==> config.mk <==
export PLATFORM = sky130hd
export DESIGN_NAME = header_field_tokenizer
export DESIGN_NICKNAME = d
export VERILOG_FILES = /design/src/rtl/core/hft_pkg.sv /design/src/rtl/core/hft_in_reg.sv /design/src/rtl/core/hft_scanner.sv /design/src/rtl/core/header_field_tokenizer.sv
export SDC_FILE = /design/constraint.sdc
export NUM_CORES = 1
export LEC_CHECK = 0
export BUFFER_PORTS_ARGS = -buffer_cell sky130_fd_sc_hd__buf_2
export CAP_MARGIN = 40
export CELL_PAD_IN_SITES_DETAIL_PLACEMENT = 1
export CELL_PAD_IN_SITES_GLOBAL_PLACEMENT = 1
export CORE_MARGIN = 1.5
export CORE_UTILIZATION = 45
export DETAILED_ROUTE_END_ITERATION = 10
export PLACE_DENSITY_LB_ADDON = 0.2
export REMOVE_ABC_BUFFERS = 1
export SLEW_MARGIN = 20
export SYNTH_ARGS = -nofsm -noshare
export SYNTH_HDL_FRONTEND = slang
export SYNTH_SLANG_ARGS = --single-unit
==> constraint.sdc <==
create_clock -name aclk -period 3.11 [get_ports aclk]
set_input_delay 0.311 -clock aclk [delete_from_list [all_inputs] [get_ports aclk]]
set_output_delay 0.311 -clock aclk [all_outputs]
set_load 0.01 [all_outputs]
==> src/rtl/core/hft_pkg.sv <==
// ----------------------------------------------------------------------------
// hft_pkg
// Types, character codes and the delimiter function shared by the header
// field tokenizer modules.
// ----------------------------------------------------------------------------
`default_nettype none

package hft_pkg;

    typedef struct packed {
        logic [7:0] in_byte;
        logic       end_of_string;
    } hft_in_t;

    typedef struct packed {
        logic [7:0] out_byte;
        logic       in_field;
        logic       field_opens;
        logic       field_closes;
    } hft_out_t;

    typedef enum logic [2:0] {
        ST_SKIP    = 3'd0,
        ST_PLAIN   = 3'd1,
        ST_DQUOTE  = 3'd2,
        ST_ANGLE   = 3'd3,
        ST_COMMENT = 3'd4
    } scan_state_t;

    localparam logic [2:0] MODE_STD      = 3'd0;
    localparam logic [2:0] MODE_LIST     = 3'd1;
    localparam logic [2:0] MODE_SEMI     = 3'd2;
    localparam logic [2:0] MODE_SLASH    = 3'd3;
    localparam logic [2:0] MODE_WS       = 3'd4;

    localparam logic [7:0] CH_SPACE      = 8'h20;
    localparam logic [7:0] CH_TAB        = 8'h09;
    localparam logic [7:0] CH_CR         = 8'h0D;
    localparam logic [7:0] CH_COMMA      = 8'h2C;
    localparam logic [7:0] CH_SEMI       = 8'h3B;
    localparam logic [7:0] CH_EQUAL      = 8'h3D;
    localparam logic [7:0] CH_SLASH      = 8'h2F;
    localparam logic [7:0] CH_DQUOTE     = 8'h22;
    localparam logic [7:0] CH_LANGLE     = 8'h3C;
    localparam logic [7:0] CH_RANGLE     = 8'h3E;
    localparam logic [7:0] CH_LPAREN     = 8'h28;
    localparam logic [7:0] CH_RPAREN     = 8'h29;
    localparam logic [7:0] CH_BACKSLASH  = 8'h5C;

    function automatic logic is_ws(input logic [7:0] c);
        return (c == CH_SPACE) || ((c >= CH_TAB) && (c <= CH_CR));
    endfunction

    function automatic logic is_delim(input logic [2:0] mode, input logic [7:0] c);
        logic std_set;
        std_set = is_ws(c) || (c == CH_COMMA) || (c == CH_SEMI) || (c == CH_EQUAL);
        case (mode)
            MODE_LIST:  return (c == CH_COMMA) || (c == CH_SEMI);
            MODE_SEMI:  return (c == CH_SEMI);
            MODE_SLASH: return std_set || (c == CH_SLASH);
            MODE_WS:    return is_ws(c);
            default:    return std_set;
        endcase
    endfunction

endpackage

`default_nettype wire

==> src/rtl/core/hft_in_reg.sv <==
// ----------------------------------------------------------------------------
// hft_in_reg
// Input register: captures one word from the input channel and holds it until
// the scanner takes it.
// ----------------------------------------------------------------------------
`default_nettype none

module hft_in_reg
    import hft_pkg::*;
(
    input  wire logic    aclk,
    input  wire logic    aresetn,
    input  wire logic    s_valid,
    output logic         s_ready,
    input  wire hft_in_t s_data,
    input  wire logic    adv,
    output logic         item_valid,
    output hft_in_t      item
);

    logic    valid_reg;
    logic    valid_next;
    hft_in_t data_reg;

    assign s_ready    = !valid_reg || adv;
    assign valid_next = s_valid || (valid_reg && !adv);

    always_ff @(posedge aclk) begin
        if (!aresetn) begin
            valid_reg <= 1'b0;
        end else if (s_ready) begin
            valid_reg <= valid_next;
        end
    end

    always_ff @(posedge aclk) begin
        if (s_valid && s_ready) begin
            data_reg <= s_data;
        end
    end

    assign item_valid = valid_reg;
    assign item       = data_reg;

endmodule

`default_nettype wire

==> src/rtl/core/hft_scanner.sv <==
// ----------------------------------------------------------------------------
// hft_scanner
// Scan state machine: classifies the held byte against the current state and
// delimiter mode, and advances the state when the word moves on.
// ----------------------------------------------------------------------------
`default_nettype none

module hft_scanner
    import hft_pkg::*;
(
    input  wire logic       aclk,
    input  wire logic       aresetn,
    input  wire logic       adv,
    input  wire hft_in_t    item,
    input  wire logic [2:0] mode,
    output hft_out_t        result
);

    scan_state_t state_reg;
    scan_state_t state_next;
    logic        esc_reg;
    logic        esc_next;

    logic [7:0]  c;
    logic        last;
    logic        delim;
    logic        quoting;
    logic [7:0]  closer;

    assign c       = item.in_byte;
    assign last    = item.end_of_string;
    assign delim   = is_delim(mode, c);
    assign quoting = (mode != MODE_WS);
    assign closer  = (state_reg == ST_DQUOTE) ? CH_DQUOTE : CH_RANGLE;

    always_comb begin
        state_next = state_reg;
        esc_next   = esc_reg;
        case (state_reg)
            ST_PLAIN: begin
                if (delim) begin
                    state_next = ST_SKIP;
                end
            end
            ST_DQUOTE, ST_ANGLE: begin
                if (esc_reg) begin
                    esc_next = 1'b0;
                end else if (c == closer) begin
                    state_next = ST_SKIP;
                end else if ((c == CH_BACKSLASH) && !last) begin
                    esc_next = 1'b1;
                end
            end
            ST_COMMENT: begin
                if (esc_reg) begin
                    esc_next = 1'b0;
                end else if (c == CH_RPAREN) begin
                    state_next = ST_SKIP;
                end else if ((c == CH_BACKSLASH) && !last) begin
                    esc_next = 1'b1;
                end
            end
            default: begin
                esc_next = 1'b0;
                if (delim) begin
                    state_next = ST_SKIP;
                end else if (quoting && (c == CH_DQUOTE)) begin
                    state_next = ST_DQUOTE;
                end else if (quoting && (c == CH_LANGLE)) begin
                    state_next = ST_ANGLE;
                end else if (quoting && (c == CH_LPAREN)) begin
                    state_next = ST_COMMENT;
                end else begin
                    state_next = ST_PLAIN;
                end
            end
        endcase
        if (last) begin
            state_next = ST_SKIP;
            esc_next   = 1'b0;
        end
    end

    always_comb begin
        result.out_byte     = c;
        result.in_field     = 1'b0;
        result.field_opens  = 1'b0;
        result.field_closes = 1'b0;
        case (state_reg)
            ST_PLAIN: begin
                if (delim) begin
                    result.field_closes = 1'b1;
                end else begin
                    result.in_field     = 1'b1;
                    result.field_closes = last;
                end
            end
            ST_DQUOTE, ST_ANGLE: begin
                if (!esc_reg && (c == closer)) begin
                    result.field_closes = 1'b1;
                end else begin
                    result.in_field     = 1'b1;
                    result.field_closes = last;
                end
            end
            ST_COMMENT: begin
                result.in_field = 1'b0;
            end
            default: begin
                if (!delim) begin
                    if (quoting && ((c == CH_DQUOTE) || (c == CH_LANGLE))) begin
                        result.field_opens  = 1'b1;
                        result.field_closes = last;
                    end else if (!(quoting && (c == CH_LPAREN))) begin
                        result.in_field     = 1'b1;
                        result.field_opens  = 1'b1;
                        result.field_closes = last;
                    end
                end
            end
        endcase
    end

    always_ff @(posedge aclk) begin
        if (!aresetn) begin
            state_reg <= ST_SKIP;
            esc_reg   <= 1'b0;
        end else if (adv) begin
            state_reg <= state_next;
            esc_reg   <= esc_next;
        end
    end

`ifndef SYNTH
    a_esc_only_quoted: assert property (@(posedge aclk) disable iff (!aresetn)
        esc_reg |-> (state_reg == ST_DQUOTE || state_reg == ST_ANGLE
                     || state_reg == ST_COMMENT))
        else $error("escape pending outside quoted field or comment");

    a_last_returns_skip: assert property (@(posedge aclk) disable iff (!aresetn)
        (adv && item.end_of_string) |=> (state_reg == ST_SKIP && !esc_reg))
        else $error("state not back to skipping after end of string");

    a_opens_from_skip: assert property (@(posedge aclk) disable iff (!aresetn)
        result.field_opens |-> (state_reg != ST_PLAIN && state_reg != ST_DQUOTE
                                && state_reg != ST_ANGLE && state_reg != ST_COMMENT))
        else $error("field opened while not skipping");

    a_escaped_kept: assert property (@(posedge aclk) disable iff (!aresetn)
        esc_reg |-> (result.in_field || state_reg == ST_COMMENT))
        else $error("escaped byte dropped from field");
`endif

endmodule

`default_nettype wire

==> src/rtl/core/header_field_tokenizer.sv <==
// ----------------------------------------------------------------------------
// header_field_tokenizer
// Streaming header field tokenizer: marks each byte of a header string as part
// of a field and flags where fields open and close.
// ----------------------------------------------------------------------------
//  channel   ports                           payload
//  input     s_valid / s_ready / s_data      hft_in_t  (in_byte, end_of_string)
//  result    m_valid / m_ready / m_data      hft_out_t (out_byte, flags)
//  config    cfg_valid / cfg_ready / cfg_data delim_mode, 3 bits
//
//  One word per cycle sustained while m_ready is high; input and result are separated by two registers.
//  The input register feeds the scan state machine, whose result lands in the
//  output register in the same cycle as the state update.
//  Reset returns to skipping delimiters with delim_mode 0; no clearing pass.
//  A stalled result holds; the input register still takes a word while empty.
// ----------------------------------------------------------------------------
`default_nettype none

module header_field_tokenizer
    import hft_pkg::*;
(
    input  wire logic       aclk,
    input  wire logic       aresetn,
    input  wire logic       s_valid,
    output logic            s_ready,
    input  wire hft_in_t    s_data,
    output logic            m_valid,
    input  wire logic       m_ready,
    output hft_out_t        m_data,
    input  wire logic       cfg_valid,
    output logic            cfg_ready,
    input  wire logic [2:0] cfg_data
);

    logic       item_valid;
    hft_in_t    item;
    logic       adv;
    hft_out_t   result;
    logic [2:0] mode_reg;
    logic       out_valid_reg;
    logic       out_valid_next;
    hft_out_t   out_data_reg;

    assign cfg_ready      = 1'b1;
    assign adv            = item_valid && (!out_valid_reg || m_ready);
    assign out_valid_next = adv || (out_valid_reg && !m_ready);

    hft_in_reg u_in_reg (
        .aclk       (aclk),
        .aresetn    (aresetn),
        .s_valid    (s_valid),
        .s_ready    (s_ready),
        .s_data     (s_data),
        .adv        (adv),
        .item_valid (item_valid),
        .item       (item)
    );

    hft_scanner u_scanner (
        .aclk    (aclk),
        .aresetn (aresetn),
        .adv     (adv),
        .item    (item),
        .mode    (mode_reg),
        .result  (result)
    );

    always_ff @(posedge aclk) begin
        if (!aresetn) begin
            mode_reg <= MODE_STD;
        end else if (cfg_valid && cfg_ready) begin
            mode_reg <= cfg_data;
        end
    end

    always_ff @(posedge aclk) begin
        if (!aresetn) begin
            out_valid_reg <= 1'b0;
        end else begin
            out_valid_reg <= out_valid_next;
        end
    end

    always_ff @(posedge aclk) begin
        if (adv) begin
            out_data_reg <= result;
        end
    end

    assign m_valid = out_valid_reg;
    assign m_data  = out_data_reg;

endmodule

`default_nettype wire
---- After elaboration in Yosys (flattened, before gate mapping) ----
Cells that the tools add are included.
word-level totals
  register bits after elaboration ......... 29
  word-level logic and storage cells ...... 101
operators by class
  multiplexer cells ....................... 30
  order comparisons ....................... 2
  equality and inequality tests ........... 26
  reduce and logical (&&, ||, !) cells .... 32
operators by type and width
  operator                                                        count
  equality test 8 x 6 -> 1 bit, second input constant             9
  2-to-1 mux 3 bit                                                12
  equality test 3 x 2 -> 1 bit, second input constant             4
  logical AND 1 bit                                               11
  logical OR 1 bit                                                11
  2-to-1 mux 1 bit                                                11
  inequality test 3 x 2 -> 1 bit, second input constant           3
  inequality test 3 bit, second input constant                    3
  one-hot mux 1 bit (3 select lines)                              3
  one-hot mux 3 bit (3 select lines)                              1
  equality test 8 x 7 -> 1 bit, second input constant             1
  equality test 8 bit                                             1
  >= comparator 8 x 4 -> 1 bit, second input constant             1
  less-or-equal comparator 8 x 4 -> 1 bit, second input constant  1
  equality test 3 x 1 -> 1 bit, second input constant             2
  equality test 3 bit, second input constant                      2
  logical NOT 1 bit                                               6
  AND reduction 6 bit                                             1
  2-to-1 mux 5 bit                                                1
  OR reduction 5 bit                                              1
  one-hot mux 1 bit (4 select lines)                              1
  2-to-1 mux 2 bit                                                1
  inequality test 2 bit, second input constant                    1
  AND reduction 2 bit                                             1
  OR reduction 2 bit                                              1

---- Longest topological paths before layout ----
  depth in word-level cells ............... 11
  depth in mapped cells ................... 7
  depth with buffers taken out ............ 6

---- By module ----
A second synthesis with hierarchy kept.
second synthesis, totals
  cell total of the unflattened synthesis .. 137
  area, all modules ....................... 1555.2 sq um
by module, submodules not included
  module                  instances  area each (sq um)  cells each  sequential area each (sq um)
  hft_scanner             1          737.0              97          80.1
  header_field_tokenizer  1          490.5              26          410.4
  hft_in_reg              1          327.8              14          290.3

---- Worst setup path after synthesis ----
Ideal clock, no wire load.
  path type ............................... register -> register
  from .................................... register u_in_reg.data_reg (netlist bit u_in_reg.item[2])
  to ...................................... register out_data_reg (netlist bit m_data[0]), data pin
  stages on the path, launching flop included .. 8
  library setup time ...................... 269 ps
  clock period less this slack ............ 1835 ps
  path buffers ............................ 1
  data arrival time ....................... 1566 ps
  setup slack ............................. 1275 ps
  cell sequence ........................... edfxtp_1 -> buf_6 -> xor2_1 -> a31oi_1 -> o31ai_1 -> o31ai_2 -> o21a_1 -> o221ai_2
RTL lines
  item                    RTL line                      source
  start, declared         hft_in_reg.sv:23              hft_in_t data_reg;
  start signal, assigned  hft_in_reg.sv:38              data_reg <= s_data;
  end signal, assigned    header_field_tokenizer.sv:86  out_data_reg <= result;
  end, declared           header_field_tokenizer.sv:42  hft_out_t out_data_reg;

==> impl_metrics.py <==
metrics = {
    "status": {
        "outcome": "finished, final reports clean",
    },
    "worst_setup_path": {
        "slowest_stage": "edfxtp_1",
        "cpPeakStageDelay_ns": 0.69,
        "rrSetupSlack_ns": 0.89,
        "cp_data_arrival_time_ns": 2.28,
        "end_kind": "register",
        "path_class": "reg2reg",
        "path_max_fanout": 16,
        "crit_required_ns": 3.17,
        "start_kind": "register",
        "crit_chain": "and4b_4 > o211ai_2 > o21ai_1 > a221oi_2 > o21a_1 > o221ai_2",
    },
    "logic_synthesis": {
        "ys_seq_area_share_pct": 50.8,
        "synth_edf_count": 20,
        "syn_area_um2": 1540,
        "yosys_most_used_dff": "edfxtp_1",
        "ys_ff_latch": 29,
        "async_flop_share_pct": 0,
        "synth_cells": 138,
        "synth_cell_types": 49,
        "ys_warn_count": 0,
        "avgSynthCellArea_um2": 11.1,
    },
    "route": {
        "via_count": 1225,
        "routedWlPerCell_um": 16.2,
        "ant_nets": 0,
        "route.detailed.drc": 0,
        "firstDrtPassIters": 4,
        "vias_per_cell": 5.70,
        "drt-total-wl_mm": 3.48,
        "drt_iter0_markers": 37,
    },
    "place": {
        "pre_cts_slack_ns": 0.968,
        "place.gp.congestion": 0.942,
        "io_buffers": 29,
        "hpwl_mm": 2.65,
    },
    "die": {
        "die_h_um": 61.4,
        "die_w_um": 61.4,
        "pin_count": 31,
        "core_um2": 3310,
        "start_util_pct": 46.4,
        "rows": 21,
        "die_area_um2": 3770,
    },
    "layout": {
        "layout_commonest_cell": "buf_2",
        "n_fill_cell": 379,
        "area_growth_pct": 13.6,
        "largest_reg_flops": 11,
        "antenna_cells": 0,
        "num-nets-final": 186,
        "drive_above_1_share_pct": 26.6,
        "layout_common_cells": "buf_2, edfxtp_1, dfxtp_1",
    },
    "grt": {
        "grt.total_usage_pct": 21.3,
        "grt_pass1_wl_mm": 5.71,
        "grt_pass1_vias": 1232,
        "antenna_found_initial": 0,
        "grt-ovfl-total": 0,
        "grt_max_degree": 17,
    },
    "timing": {
        "rsz0062_at_grt": "false",
        "fin_crit_sh_pct": 71.3,
        "finClkSkew_ns": 0.00246,
        "fin_setup_tns_ns": 0,
        "hold_viol": 0,
        "worst_pin_slew_ns": 0.582,
        "drv_slew": 0,
        "finalCriticalPeriod_ns": 2.22,
        "final-setup-viol-count": 0,
        "fmax_ghz": 0.451,
        "relSlewSlack_pct": 60.7,
        "fin_ws_ns": 0.891,
    },
    "clock_tree": {
        "post-cts-setup-buffer-count": 0,
        "clock_latency_ns": 0.32,
        "cts_sinks": 29,
        "cts_tree": "yes",
        "cts-root-buf": "clkbuf_4",
        "ctsHoldBuffers": 0,
        "cts_resized": 0,
        "cts_max_level": 2,
        "path_clk_slew_ns": 0.08,
        "clk_path_buf_depth": 2,
        "cts_buffers": 5,
    },
    "power_and_ir_drop": {
        "share_comb_of_total_power_pct": 11.7,
        "clkPwrFrac_pct": 27.2,
        "seqPwrFrac_pct": 61.1,
        "p_per_area_nw_per_um2": 432,
        "cellLeakagePower_nw": 0.626,
        "internal_power_mw": 0.557,
        "switchingPower_mw": 0.196,
        "power_mw": 0.754,
        "ir_worst_vdd_mv": 0.210,
        "switching_share_pct": 26.0,
    },
    "run": {
        "max_cap_violations": 0,
    },
    "min_path": {
        "hp-class": "in2reg",
    },
}
[metal layers]
layer	global-route usage, %	routed length [um]	vias up
met5	0	0	-
met1	25.7	1510	597
met3	3.78	134	7
met2	35.6	1770	29
met4	12.5	65	0
li1	-	-	592
[path summary, 6_finish.rpt]
| check | depth (start not counted) | endpoint | start |
|---|---|---|---|
| worst max register to register | 6 | m_data[0] | u_in_reg.item[3] |
| worst max-delay path | 6 | m_data[0] | u_in_reg.item[3] |
| worst min-delay path | 1 | u_in_reg.item[3] | s_data[3] |
| worst min register to register | 1 | m_valid | u_in_reg.item_valid |
[power by group through the flow]
stage | combinational (mW) | clock (mW) | sequential, mW
2_1_floorplan | 0.0533 | 0 | 0.466
3_3_place_gp | 0.0850 | 0 | 0.467
3_5_place_dp | 0.0880 | 0 | 0.469
4_1_cts | 0.0886 | 0.214 | 0.460
5_1_grt | 0.0991 | 0.227 | 0.464
6_report | 0.0878 | 0.205 | 0.461
[stage by stage]
| stage | hold slack, ns | cell area, um^2 | util [%] | cells |
|---|---|---|---|---|
| after global routing | 0.145 | 1750 | 52.7 | 215 |
| final | 0.156 | 1750 | 52.7 | 215 |
| after detailed placement | 0.490 | 1700 | 51.4 | 208 |
| after floorplan | 0.410 | 1500 | - | 133 |
| after CTS | 0.143 | 1750 | 52.7 | 215 |
| after global placement | 0.487 | 1700 | 51.4 | 208 |
[worst max-delay path: cells and delay by family, from the launching register on]
| family | cells | cell delay (ns) |
|---|---|---|
| AO/OA/AOI/OAI | 5 | 0.97 |
| flip-flops | 1 | 0.69 |
| AND/OR/NAND/NOR | 1 | 0.29 |
[synth_stat cells (2+ instances only)]
cell type / n / area [um^2]
a21oi_1: 7 / 35.0
a31oi_1: 2 / 12.5
and2_1: 3 / 18.8
buf_4: 3 / 22.5
dfxtp_1: 9 / 180
edfxtp_1: 20 / 601
inv_1: 8 / 30.0
mux2i_1: 4 / 40.0
nand2_1: 6 / 22.5
nand3_1: 5 / 25.0
nor2_1: 5 / 18.8
nor2b_1: 7 / 43.8
nor3_1: 5 / 25.0
nor3b_1: 4 / 30.0
nor4b_2: 2 / 30.0
o2111ai_1: 3 / 26.3
o211ai_1: 2 / 15.0
o21a_1: 3 / 22.5
o21ai_0: 3 / 15.0
o21ai_1: 4 / 20.0
o22ai_1: 4 / 25.0
xor2_1: 2 / 17.5
[final cells by class]
type | instances | area [um^2] | area share (%)
clock inverters | 1 | 3.75 | 0.215
flip-flops and latches | 29 | 781 | 44.7
multi-input cells | 96 | 687 | 39.4
well taps | 46 | 57.6 | 3.30
inverters | 8 | 30.0 | 1.72
clock buffers | 6 | 41.3 | 2.37
repair buffers | 29 | 145 | 8.32
[cells by family after synthesis]
family                 synth area share, %
other                                0.244
XOR/XNOR                              1.71
buffers and inverters                 4.48
AND/OR/NAND/NOR                       21.7
AO/OA/AOI/OAI                         18.4
multiplexers                          2.61
flip-flops                            50.8
No activity file was read; power rests on OpenSTA's default activity.
